`src/rtl/crcfc_pkg.sv`:
```
package crcfc_pkg;

   localparam int unsigned BYTE_WIDTH = 8;
   localparam int unsigned CRC_WIDTH = 16;
   localparam int unsigned POS_WIDTH = 4;
   localparam logic [POS_WIDTH-1:0] POS_FULL = 4'd8;
   localparam logic [POS_WIDTH-1:0] POS_LONG = 4'd7;
   localparam logic [CRC_WIDTH-1:0] CRC_POLY = 16'hA001;
   localparam int unsigned LINE_DEPTH = 3;
   localparam int unsigned QUEUE_DEPTH = 2;
   localparam int unsigned QUEUE_COUNT_WIDTH = 2;
   localparam int unsigned CSR_INDEX_WIDTH = 1;

   localparam logic [CSR_INDEX_WIDTH-1:0] CSR_START_BYTE = 1'b0;
   localparam logic [CSR_INDEX_WIDTH-1:0] CSR_END_BYTE = 1'b1;

   localparam logic [BYTE_WIDTH-1:0] START_BYTE_RESET = 8'hAA;
   localparam logic [BYTE_WIDTH-1:0] END_BYTE_RESET = 8'h55;

   typedef enum logic [2:0] {
      KIND_START,
      KIND_DEVICE,
      KIND_COMMAND,
      KIND_LEN_LO,
      KIND_LEN_HI,
      KIND_BODY
   } kind_type;

   typedef struct packed {
      logic [BYTE_WIDTH-1:0] rx_byte;
      logic                  buffer_end;
   } req_word_type;

   typedef struct packed {
      logic                  payload_valid;
      logic [BYTE_WIDTH-1:0] payload_byte;
      logic                  frame_done;
      logic                  frame_ok;
      logic [BYTE_WIDTH-1:0] device_id;
      logic [BYTE_WIDTH-1:0] command_id;
      logic [CRC_WIDTH-1:0]  length_field;
   } rsp_word_type;

   typedef struct packed {
      kind_type              kind;
      logic                  line_full;
      logic                  long_enough;
      logic                  last;
      logic [BYTE_WIDTH-1:0] rx_byte;
   } class_word_type;

   function automatic logic [CRC_WIDTH-1:0] crc16_feed(
      input logic [CRC_WIDTH-1:0] crc,
      input logic [BYTE_WIDTH-1:0] data
   );
      logic [CRC_WIDTH-1:0] c;
      c = crc ^ {{(CRC_WIDTH-BYTE_WIDTH){1'b0}}, data};
      for (int k = 0; k < BYTE_WIDTH; k++) begin
         if (c[0]) begin
            c = (c >> 1) ^ CRC_POLY;
         end else begin
            c = c >> 1;
         end
      end
      return c;
   endfunction

endpackage

```
`src/rtl/crcfc_back.sv`:
```
module crcfc_back (
   input  logic                             clock,
   input  logic                             reset,
   input  logic [crcfc_pkg::BYTE_WIDTH-1:0] start_byte,
   input  logic [crcfc_pkg::BYTE_WIDTH-1:0] end_byte,
   input  logic                             in_valid,
   output logic                             in_ready,
   input  crcfc_pkg::class_word_type        in_word,
   output logic                             rsp_valid,
   input  logic                             rsp_ready,
   output crcfc_pkg::rsp_word_type          rsp_word
);
   import crcfc_pkg::*;

   logic [BYTE_WIDTH-1:0] line_ff [LINE_DEPTH];
   logic [BYTE_WIDTH-1:0] line_in [LINE_DEPTH];
   logic [CRC_WIDTH-1:0]  crc_ff;
   logic [CRC_WIDTH-1:0]  crc_in;
   logic                  start_ok_ff;
   logic                  start_ok_in;
   logic [BYTE_WIDTH-1:0] dev_ff;
   logic [BYTE_WIDTH-1:0] dev_in;
   logic [BYTE_WIDTH-1:0] cmd_ff;
   logic [BYTE_WIDTH-1:0] cmd_in;
   logic [CRC_WIDTH-1:0]  len_ff;
   logic [CRC_WIDTH-1:0]  len_in;
   logic                  rsp_valid_ff;
   logic                  rsp_valid_in;
   rsp_word_type          rsp_word_ff;
   rsp_word_type          rsp_word_in;
   rsp_word_type          result;
   logic                  advance;
   logic                  emit;
   logic [BYTE_WIDTH-1:0] feed_byte;
   logic [CRC_WIDTH-1:0]  crc_fed;
   logic [CRC_WIDTH-1:0]  crc_mid;

   assign advance = in_valid && (!rsp_valid_ff || rsp_ready);
   assign in_ready = advance;
   assign rsp_valid = rsp_valid_ff;
   assign rsp_word = rsp_word_ff;

   assign feed_byte = in_word.line_full ? line_ff[0] : in_word.rx_byte;
   assign crc_fed = crc16_feed(crc_ff, feed_byte);
   assign crc_mid = in_word.line_full ? crc_fed : crc_ff;
   assign emit = in_word.line_full || in_word.last;

   always_comb begin
      result = '0;
      if (in_word.line_full) begin
         result.payload_valid = 1'b1;
         result.payload_byte = line_ff[0];
      end
      if (in_word.last) begin
         result.frame_done = 1'b1;
         result.frame_ok = in_word.long_enough && start_ok_ff &&
                           (in_word.rx_byte == end_byte) &&
                           ({line_ff[2], line_ff[1]} == crc_mid);
         result.device_id = dev_ff;
         result.command_id = cmd_ff;
         result.length_field = len_ff;
      end
   end

   always_comb begin
      line_in = line_ff;
      crc_in = crc_ff;
      start_ok_in = start_ok_ff;
      dev_in = dev_ff;
      cmd_in = cmd_ff;
      len_in = len_ff;
      if (advance) begin
         if (in_word.last) begin
            for (int i = 0; i < LINE_DEPTH; i++) begin
               line_in[i] = '0;
            end
            crc_in = '0;
            start_ok_in = 1'b0;
            dev_in = '0;
            cmd_in = '0;
            len_in = '0;
         end else begin
            case (in_word.kind)
               KIND_START: begin
                  start_ok_in = (in_word.rx_byte == start_byte);
               end
               KIND_DEVICE: begin
                  crc_in = crc_fed;
                  dev_in = in_word.rx_byte;
               end
               KIND_COMMAND: begin
                  crc_in = crc_fed;
                  cmd_in = in_word.rx_byte;
               end
               KIND_LEN_LO: begin
                  crc_in = crc_fed;
                  len_in = {len_ff[CRC_WIDTH-1:BYTE_WIDTH], in_word.rx_byte};
               end
               KIND_LEN_HI: begin
                  crc_in = crc_fed;
                  len_in = {in_word.rx_byte, len_ff[BYTE_WIDTH-1:0]};
               end
               default: begin
                  crc_in = crc_mid;
                  for (int i = 0; i < LINE_DEPTH - 1; i++) begin
                     line_in[i] = line_ff[i+1];
                  end
                  line_in[LINE_DEPTH-1] = in_word.rx_byte;
               end
            endcase
         end
      end
   end

   always_comb begin
      rsp_valid_in = rsp_valid_ff;
      rsp_word_in = rsp_word_ff;
      if (advance) begin
         rsp_valid_in = emit;
         rsp_word_in = result;
      end else if (rsp_ready) begin
         rsp_valid_in = 1'b0;
      end
   end

   always_ff @(posedge clock) begin
      if (reset) begin
         for (int i = 0; i < LINE_DEPTH; i++) begin
            line_ff[i] <= '0;
         end
         crc_ff <= '0;
         start_ok_ff <= 1'b0;
         dev_ff <= '0;
         cmd_ff <= '0;
         len_ff <= '0;
         rsp_valid_ff <= 1'b0;
      end else begin
         line_ff <= line_in;
         crc_ff <= crc_in;
         start_ok_ff <= start_ok_in;
         dev_ff <= dev_in;
         cmd_ff <= cmd_in;
         len_ff <= len_in;
         rsp_valid_ff <= rsp_valid_in;
      end
   end

   always_ff @(posedge clock) begin
      rsp_word_ff <= rsp_word_in;
   end

   assert property (@(posedge clock) disable iff (reset)
      rsp_valid_ff |-> rsp_word_ff.payload_valid || rsp_word_ff.frame_done)
      else $error("An empty result was offered.");
   assert property (@(posedge clock) disable iff (reset)
      advance && in_word.last |=> crc_ff == '0 && !start_ok_ff && len_ff == '0)
      else $error("Frame state not cleared after the last word.");
   assert property (@(posedge clock) disable iff (reset)
      rsp_valid_ff && rsp_word_ff.frame_ok |-> rsp_word_ff.frame_done)
      else $error("Frame status reported without the last word.");
   assert property (@(posedge clock) disable iff (reset)
      rsp_valid_ff && !rsp_word_ff.frame_done |->
      rsp_word_ff.device_id == '0 && rsp_word_ff.length_field == '0)
      else $error("Header fields leaked into a payload-only result.");

endmodule

```
`config.mk`:
```
export PLATFORM = sky130hd
export DESIGN_NAME = crcfc_back
export DESIGN_NICKNAME = d
export VERILOG_FILES = /design/src/rtl/crcfc_pkg.sv /design/src/rtl/crcfc_back.sv
export SDC_FILE = /design/constraint.sdc
export NUM_CORES = 1
export LEC_CHECK = 0
export BUFFER_PORTS_ARGS = -buffer_cell sky130_fd_sc_hd__buf_2
export CORE_ASPECT_RATIO = 0.8
export CORE_MARGIN = 2
export CORE_UTILIZATION = 47
export CTS_BUF_LIST = sky130_fd_sc_hd__clkbuf_4 sky130_fd_sc_hd__clkbuf_8
export DETAILED_ROUTE_END_ITERATION = 12
export MAX_ROUTING_LAYER = met4
export PLACE_DENSITY = 0.74
export SLEW_MARGIN = 15
export SYNTH_ARGS = -nofsm -noshare
export SYNTH_HDL_FRONTEND = slang
export SYNTH_SLANG_ARGS = --single-unit
```
`constraint.sdc`:
```
create_clock -name clock -period 3.6 [get_ports clock]
set_clock_uncertainty 0.1 [all_clocks]
set_input_delay 0.72 -clock clock [delete_from_list [all_inputs] [get_ports clock]]
set_output_delay 0.72 -clock clock [all_outputs]
set_load 0.02 [all_outputs]
```
# Yosys cells after proc, flatten, opt, wreduce, memory -nomap -nowiden
# Index checks and enable logic that the tools add are counted.
[word_totals]
reg_bits = 117
input_bits = 34
output_inout_bits = 45
[op_classes]
eq_ne = 11
muxes = 26
bitwise_logic = 9
n_reduce_logical = 23
[op_table]
columns = ["operator", "count"]
rows = [
  ["16-bit two-way mux", 11],
  ["16-bit case mux with 2 select lines", 2],
  ["24-bit two-way mux", 2],
  ["8-bit two-way mux", 5],
  ["34-bit two-way mux", 1],
  ["2-bit inverter with 3-bit output", 8],
  ["16-bit equality test", 1],
  ["8-bit equality test", 2],
  ["16-bit by 8-bit XOR with 16-bit output", 1],
  ["2-bit nonzero test", 6],
  ["2-bit AND reduction", 5],
  ["9-bit two-way mux", 1],
  ["3-bit by 2-bit equality test with 1-bit output (second input constant)", 2],
  ["2-bit != test (second input constant)", 3],
  ["3-bit AND reduction", 2],
  ["5-bit OR reduction", 1],
  ["1-bit logical AND", 4],
  ["1-bit two-way mux", 4],
  ["4-bit OR reduction", 1],
  ["3-bit by 1-bit equality test with 1-bit output (second input constant)", 1],
  ["3-bit equality test (second input constant)", 1],
  ["3-bit logical NOT", 1],
  ["1-bit logical OR", 2],
  ["2-bit by 1-bit != test with 1-bit output (second input constant)", 1],
  ["1-bit logical NOT", 1],
]

# Depth between registers and ports, before layout
# Gate-level depths: netlist of run 1.
[depth]
word_depth = 22
mapped_depth = 9
depth_no_buf = 8

# Worst setup path after synthesis of run 1
# OpenSTA, ideal clock, no wires.
[synth_timing]
path_type = "input to register"
startpoint = "in rsp_ready"
endpoint = "reg len_ff[6]"
arrival_ns = 3.253
path_slack_ns = 0.120
cell_stages = 8
path_buffers = 1
cell_sequence = "nand2b_1 nand2_1 clkinv_1 o21ai_1 clkbuf_1 nor3b_1 a21oi_1 nor2_1"
[synth_between]
elab_chain_cells = 3
[synth_rtl]
columns = ["item", "line_no", "rtl"]
rows = [
  ["from (decl)", "crcfc_back.sv:10", "input logic rsp_ready,"],
  ["1-bit logical OR", "crcfc_back.sv:38", "assign advance = in_valid && (!rsp_valid_ff || rsp_ready);"],
  ["1-bit logical AND", "crcfc_back.sv:38", ""],
  ["via in_ready", "crcfc_back.sv:7", "output logic in_ready,"],
  ["3-bit AND reduction (no line)", "--", ""],
  ["to (signal assigned)", "crcfc_back.sv:143", "len_ff <= len_in;"],
  ["to (decl)", "crcfc_back.sv:25", "logic [CRC_WIDTH-1:0] len_ff;"],
]
# The timed path passes the listed nets, and every way through them passes these cells.
# A chain may end at the register's enable or synchronous reset.

# Final worst setup path of run 1
[layout_timing]
startpoint = "in in_word[10] (netlist name)"
endpoint = "reg rsp_word_ff, in the netlist rsp_word[32], data pin"
[layout_between]
elab_chain_cells = 15
elab_cells_between_ends = 21
[layout_rtl]
columns = ["item", "line_no", "rtl"]
rows = [
  ["from (decl)", "crcfc_back.sv:8", "input crcfc_pkg::class_word_type in_word,"],
  ["8-bit two-way mux", "crcfc_back.sv:43", "assign feed_byte = in_word.line_full ? line_ff[0] : in_word.rx_byte;"],
  ["16-bit by 8-bit XOR with 16-bit output", "crcfc_pkg.sv:57", "c = crc ^ {{(CRC_WIDTH-BYTE_WIDTH){1'b0}}, data};"],
  ["16-bit two-way mux or 2-bit inverter with 3-bit output (tied branches) (3 in series)", "--", ""],
  ["2-bit inverter with 3-bit output (no line) or 16-bit two-way mux (tied branches)", "--", ""],
  ["16-bit two-way mux or 2-bit inverter with 3-bit output (tied branches) (3 in series)", "--", ""],
  ["2-bit inverter with 3-bit output (no line) or 16-bit two-way mux (tied branches)", "--", ""],
  ["16-bit two-way mux or 2-bit inverter with 3-bit output (tied branches)", "--", ""],
  ["16-bit two-way mux", "crcfc_pkg.sv:59", "if (c[0]) begin"],
  ["16-bit two-way mux *", "crcfc_back.sv:45", "assign crc_mid = in_word.line_full ? crc_fed : crc_ff;"],
  ["16-bit equality test *", "crcfc_back.sv:58", "({line_ff[2], line_ff[1]} == crc_mid);"],
  ["1-bit logical AND *", "crcfc_back.sv:57", "(in_word.rx_byte == end_byte) &&"],
  ["to (signal assigned)", "crcfc_back.sv:149", "rsp_word_ff <= rsp_word_in;"],
  ["to (decl)", "crcfc_back.sv:29", "rsp_word_type rsp_word_ff;"],
]
# Mark *: on every way between the ends. The rest lies on a longest branch, timed or not.

==> flow_summary.json, run 1 <==
{
  "crit_arrival_ns": 3.31,
  "path_cells": "buf_2 -> buf_4 -> mux2i_2 -> xnor2_2 -> xnor2_2 -> xnor3_2 -> mux2i_1 -> o32a_1 -> o211a_1 -> o2111a_1",
  "drt-wirelength-per-cell_um": 17.9,
  "clk_latency_ns": 0.43,
  "fin_ws_ns": 0.378,
  "synth_flop_cell": "dfxtp_1",
  "vdd_drop_max_uv": 229,
  "drc": 0,
  "grt_use_met2_pct": 34.1,
  "drive_above_1_share_pct": 22.9,
  "clock_sinks": 117,
  "crit_path_frequent_cell": "xnor2_2",
  "cts_root_buffer": "clkbuf_8",
  "clock_path_buffers": 2,
  "cp_num_buf_inv": 2,
  "finalCriticalPeriod_ns": 3.22,
  "status": "complete, no violations",
  "path_class": "input port to flip-flop",
  "die_area_um2": 12900,
  "ys_ff_latch": 117,
  "total_power_mw": 3.45,
  "synthCells": 544,
  "gp_congestion": 0.956,
  "syn_avg_cell_area_um2": 10.4,
  "diodes": 0,
  "max-cap-violations": 0,
  "cpPeakStageDelay_ns": 0.46,
  "cts_buffers": 17,
  "syn_nets": 578,
  "synth_warnings": 0,
  "grt_antenna_before_repair": 0,
  "layoutNonFillerInstCount": 791,
  "port_buffers": 78,
  "ant_nets": 0,
  "first_global_vias": 4149,
  "ys_top_cells_by_area": "dfxtp_1 (26%), edfxtp_1 (23%), mux2i_1 (5.8%), nor2_1 (5.0%), xnor2_1 (4.5%)",
  "finalSetupTns_ns": 0,
  "ys_seq_area_share_pct": 49.1,
  "grtUsageMet1_pct": 31.8,
  "area_delta_synth_final_pct": 19.3,
  "worstMarginPinSlew_ns": 0.917,
  "ys_types": 52,
  "maxSlewHeadroom_pct": 38.5,
  "hold_path_class": "flip-flop to flip-flop",
  "powerDensity_nw_per_um2": 511,
  "crit_slowest_cell": "xnor2_2",
  "startpoint_type": "input port",
  "grt_max_degree": 58,
  "n_fill_cell": 972,
  "start_util_pct": 48.7,
  "hold_buffers": 0,
  "cts-resized-gates": 0,
  "whs_ns": 0.393,
  "die_w_um": 127,
  "worstSetupEndpointType": "flip-flop",
  "overflow": 0,
  "dr_total_vias": 4375,
  "core.rowCount": 35,
  "pre_cts_ws_ns": -0.00337,
  "final_hold_viol_count": 0,
  "nets": 664,
  "synth_area_um2": 5650,
  "fp.dieH_um": 102,
  "cts_setup_buffers": 0,
  "grt_usage_pct": 23.2,
  "max_freq_mhz": 310,
  "drt-pass1-iter-count": 5,
  "cts_tree": "yes",
  "crit_required_ns": 3.69,
  "htreeDepth": 4,
  "crit_family": "XOR/XNOR gates",
  "drtIter0Drc": 488,
  "period_share_pct": 89.5,
  "pin_count": 79,
  "setup_viol": 0,
  "drv_slew": 0,
  "rsz0062_at_grt": "false",
  "viasPerCell": 5.53,
  "synth_edf_count": 43,
  "cp_max_fo": 14,
  "grt_pass1_wl_um": 22300,
  "hpwl_um": 9850,
  "synth_largest_area_cell": "dfxtp_1",
  "busiest_layer": "met2",
  "synth-async-reset-ratio_pct": 0,
  "clk_pin_slew_ns": 0.07,
  "core_um2": 11600,
  "yosys.area.top_type_share_pct": 26.2,
  "routed_wl_um": 14200,
  "use_met3_pct": 4.97,
  "dp_cells": 759,
  "p_leak_nw": 2.79
}
[cells in the final DEF, fill, tap and decap left out, drive strengths merged, types with 3 or more instances in the layout]
cell type | Yosys | layout
a21oi | 34 | 34
a221oi | 3 | 3
a22oi | 24 | 24
and2 | 40 | 40
buf | 2 | 97
bufinv | 0 | 6
clkbuf | 28 | 18
clkinv | 1 | 4
dfxtp | 74 | 74
edfxtp | 43 | 43
inv | 9 | 13
mux2i | 36 | 36
nand2 | 7 | 7
nand2b | 3 | 3
nand3 | 3 | 3
nand4 | 5 | 5
nor2 | 75 | 75
nor2b | 12 | 12
nor3 | 8 | 8
nor3b | 25 | 25
o21ai | 17 | 17
xnor2 | 38 | 38
xor2 | 29 | 29
[Yosys cell counts (5+ instances only)]
master / count
nor3_1: 8
dfxtp_1: 74
xnor2_1: 29
xor2_1: 27
nand4_1: 5
inv_1: 9
a21oi_1: 34
clkbuf_1: 28
o21ai_1: 6
nor2_1: 75
edfxtp_1: 43
a22oi_1: 24
nor3b_1: 25
o21ai_0: 11
nand2_1: 7
nor2b_1: 12
and2_1: 40
xnor2_2: 6
mux2i_1: 33
[final cells by class]
| class | instances | area (µm²) | share of cell area, % |
|---|---|---|---|
| multi-input cells | 387 | 2720 | 40.4 |
| inverters | 10 | 37.5 | 0.557 |
| flip-flops and latches | 117 | 2770 | 41.1 |
| clock inverters | 14 | 249 | 3.69 |
| clock buffers | 18 | 241 | 3.58 |
| repair buffers | 97 | 533 | 7.91 |
| well taps | 148 | 185 | 2.75 |
[final timing paths]
check | from | depth (start not counted) | slack [ns] | to
max | in_word[10] | 10 | 0.38 | rsp_word[32]$_SDFFCE_PN0P_
min | start_ok_ff$_SDFFE_PP0P_ | 2 | 0.39 | start_ok_ff$_SDFFE_PP0P_
max reg2reg | line_ff[21]$_SDFFE_PP0P_ | 9 | 0.80 | rsp_word[32]$_SDFFCE_PN0P_
min reg2reg | start_ok_ff$_SDFFE_PP0P_ | 2 | 0.39 | start_ok_ff$_SDFFE_PP0P_
[routing by layer]
layer	up-vias	part of all wire, %
li1	2079	-
met1	2079	45
met2	193	45
met3	24	8.1
met4	0	1.5
met5	-	0
[metrics by stage]
stage	cell area [µm²]	utilization [%]
after floorplan	5650	-
after global placement	6250	53.9
after detailed placement	6250	53.9
after CTS	6740	58.1
after global routing	6740	58.1
final	6740	58.1
[cell families after synthesis]
| logic type | count (synthesis) | share of synthesized area [%] |
|---|---|---|
| DFF | 117 | 49.1 |
| xor gates and xnor gates | 69 | 13.3 |
| and+or+nand+nor | 188 | 17.6 |
| AOI/OAI and AO/OA | 94 | 10.5 |
| muxes | 36 | 6.73 |
| buffers and inverters | 40 | 2.81 |
[where the power goes]
| group | switching [mW] | total (mW) | internal, mW |
|---|---|---|---|
| logic | 0.309 | 0.527 | 0.218 |
| registers | 0.0325 | 1.45 | 1.42 |
| clock network | 0.557 | 1.47 | 0.912 |
| total | 0.898 | 3.45 | 2.55 |
[state kept, by name, indices dropped and copies added, names as in the netlist]
register,flops
cmd_ff,8
line_ff,24
rsp_word,43
len_ff,16
start_ok_ff,1
dev_ff,8
rsp_valid,1
crc_ff,16
[worst register-to-register path, stage by stage (launching register included)]
cell	delay, ns
dfxtp_1	0.36
mux2i_1	0.08
buf_4	0.17
xnor2_4	0.30
xnor2_2	0.21
xnor3_2	0.55
mux2i_1	0.15
o32a_1	0.20
o211a_1	0.22
o2111a_1	0.22
No activity file was read; power rests on OpenSTA's default activity.
==> run 2, diff against run 1 <==
Settings changed: CORE_UTILIZATION 47 to 45, PLACE_DENSITY 0.74 to 0.72.
==> run 2 against run 1 <==
Maximum frequency grew 3.0%. Via count shrank 2.7%. Utilization down 4.0 points. Cell count is 2.0% higher. First-iteration DRC count fell by 32%. Critical path depth is 1 lower. Sequential cell count is the same. Combinational power down 2%. Largest cell class unchanged. Highest routed layer unchanged.
==> flow_summary.json, run 2 (synthesized netlist as in run 1, its figures left out) <==
{
  "nets": 657,
  "startpoint_type": "input port",
  "p_clk_share_pct": 36.0,
  "drtIter0Drc": 330,
  "die_area_um2": 13500,
  "final_common_cell": "buf_2",
  "core_um2": 12200,
  "p_switching_mw": 0.876,
  "diodes": 0,
  "layout_common_cells": "buf_2 (78), nor2_1 (75), dfxtp_1 (74)",
  "grt_pass1_wl_um": 21500,
  "clock_path_buffers": 2,
  "drv_slew": 0,
  "drive_above_1_share_pct": 22.0,
  "worstReg2RegStart": "line_ff[17]$_SDFFE_PP0P_",
  "overflow": 0,
  "cts-resized-gates": 0,
  "drt-pass1-iter-count": 5,
  "largest_register_ffs": 43,
  "cpPeakStageDelay_ns": 0.46,
  "hold_path_class": "flip-flop to flip-flop",
  "cp.depth": 9,
  "crit_family": "XOR/XNOR gates",
  "cts_buffers": 17,
  "ant_nets": 0,
  "first_global_vias": 3977,
  "cts_root_buffer": "clkbuf_8",
  "power_switching_share_pct": 28.5,
  "drt-wirelength-per-cell_um": 17.0,
  "maxSlewHeadroom_pct": 26.9,
  "fp.dieH_um": 104,
  "place_area_um2": 6240,
  "cts_setup_buffers": 0,
  "fin_area_um2": 6600,
  "die_w_um": 129,
  "gp_congestion": 1.00,
  "crit_slowest_cell": "xnor2_2",
  "whs_ns": 0.386,
  "pin_count": 79,
  "pwr-share-comb_pct": 16.9,
  "p_int_mw": 2.20,
  "worstMarginPinSlew_ns": 1.10,
  "finalSetupTns_ns": 0,
  "grt_antenna_before_repair": 0,
  "final_hold_viol_count": 0,
  "htreeDepth": 4,
  "grt_max_degree": 54,
  "crit_path_frequent_cell": "xnor2_2",
  "finalCriticalPeriod_ns": 3.13,
  "hold_depth": 2,
  "cp_num_buf_inv": 1,
  "reg2reg_to": "rsp_word[32]$_SDFFCE_PN0P_",
  "port_buffers": 78,
  "pre_cts_ws_ns": 0.0165,
  "crit_start": "in_word[10]",
  "drc": 0,
  "worstSetupEndpointType": "flip-flop",
  "status": "complete, no violations",
  "hold_buffers": 0,
  "cp_max_fo": 19,
  "path_class": "input port to flip-flop",
  "r2r.worst_path.cells": 8,
  "regToRegSetupSlack_ns": 0.81,
  "core.rowCount": 36,
  "n_fill_cell": 1050,
  "vdd_drop_max_uv": 230,
  "max-cap-violations": 0,
  "rsz0062_at_grt": "false",
  "setup_viol": 0,
  "clock_sinks": 117,
  "powerDensity_nw_per_um2": 465,
  "viasPerCell": 5.28,
  "period_share_pct": 86.9,
  "p_leak_nw": 2.71,
  "path_cells": "buf_2 -> mux2i_2 -> xnor2_2 -> xnor2_2 -> xnor3_2 -> mux2i_1 -> o32a_1 -> o211a_1 -> o2111a_1",
  "crit_arrival_ns": 3.22,
  "max_freq_mhz": 320,
  "dr_total_vias": 4257,
  "routed_wl_um": 13700,
  "seqPwrFrac_pct": 47.2,
  "grt_usage_pct": 21.6,
  "clk_latency_ns": 0.44,
  "clk_pin_slew_ns": 0.07,
  "fin_ws_ns": 0.472,
  "crit_required_ns": 3.69,
  "cts_tree": "yes",
  "area_delta_synth_final_pct": 16.9,
  "hpwl_um": 9450,
  "start_util_pct": 46.3,
  "cp-endpoint": "rsp_word[32]$_SDFFCE_PN0P_"
}
==> run 2: cell count changes in the layout (fill, tap and decap cells not counted), moves of 2 or more <==
cell / previous run / this run
inv_6: 3 / 1
clkinv_2: 0 / 6
clkinv_4: 4 / 2
clkinvlp_4: 1 / 3
bufinv_16: 6 / 1
buf_4: 19 / 11
==> run 2: area by class of cell <==
class | instances | area [µm²] | area share [%]
multi-input cells | 387 | 2720 | 41.2
inverters | 10 | 37.5 | 0.568
clock inverters | 13 | 109 | 1.65
flip-flops and latches | 117 | 2770 | 42.0
well taps | 171 | 214 | 3.24
clock buffers | 19 | 255 | 3.87
repair buffers | 90 | 493 | 7.46
==> run 2: how the worst min path moves through the flow <==
stage / from / to / slack (ns)
after floorplan: len_ff[0]$_SDFFE_PP0P_ / len_ff[0]$_SDFFE_PP0P_ / 0.35
after global placement: len_ff[5]$_SDFFE_PP0P_ / len_ff[5]$_SDFFE_PP0P_ / 0.36
after detailed placement: len_ff[7]$_SDFFE_PP0P_ / len_ff[7]$_SDFFE_PP0P_ / 0.37
after CTS: len_ff[7]$_SDFFE_PP0P_ / len_ff[7]$_SDFFE_PP0P_ / 0.39
after global routing: len_ff[1]$_SDFFE_PP0P_ / len_ff[1]$_SDFFE_PP0P_ / 0.40
final: len_ff[1]$_SDFFE_PP0P_ / len_ff[1]$_SDFFE_PP0P_ / 0.39
==> run 2: routing by layer <==
layer	track usage, %	routed length, µm
met4	6.44	185
met5	-	0
met2	32.1	6300
met1	28.9	6330
met3	5.92	888
==> run 2: worst register-to-register path: cells and delay by family (launching register included) <==
family / cells / cell delay (ns)
muxes: 2 / 0.27
xor gates and xnor gates: 3 / 1.17
AOI/OAI and AO/OA: 3 / 0.62
DFF: 1 / 0.39
==> run 2: power by group through the flow <==
stage / clock network, mW / registers (mW) / logic, mW
after floorplan: 0 / 1.50 / 0.340
after global placement: 0 / 1.48 / 0.502
after detailed placement: 0 / 1.48 / 0.511
after CTS: 1.12 / 1.45 / 0.515
after global routing: 1.19 / 1.45 / 0.560
final: 1.11 / 1.45 / 0.519
==> run 2: metrics by stage <==
step / utilization, % / power [mW] / cells
6_report: 54.1 / 3.07 / 807
5_1_grt: 54.1 / 3.21 / 807
4_1_cts: 54.1 / 3.09 / 807
3_5_place_dp: 51.1 / 1.99 / 775
3_3_place_gp: 51.1 / 1.98 / 775
2_1_floorplan: - / 1.84 / 544
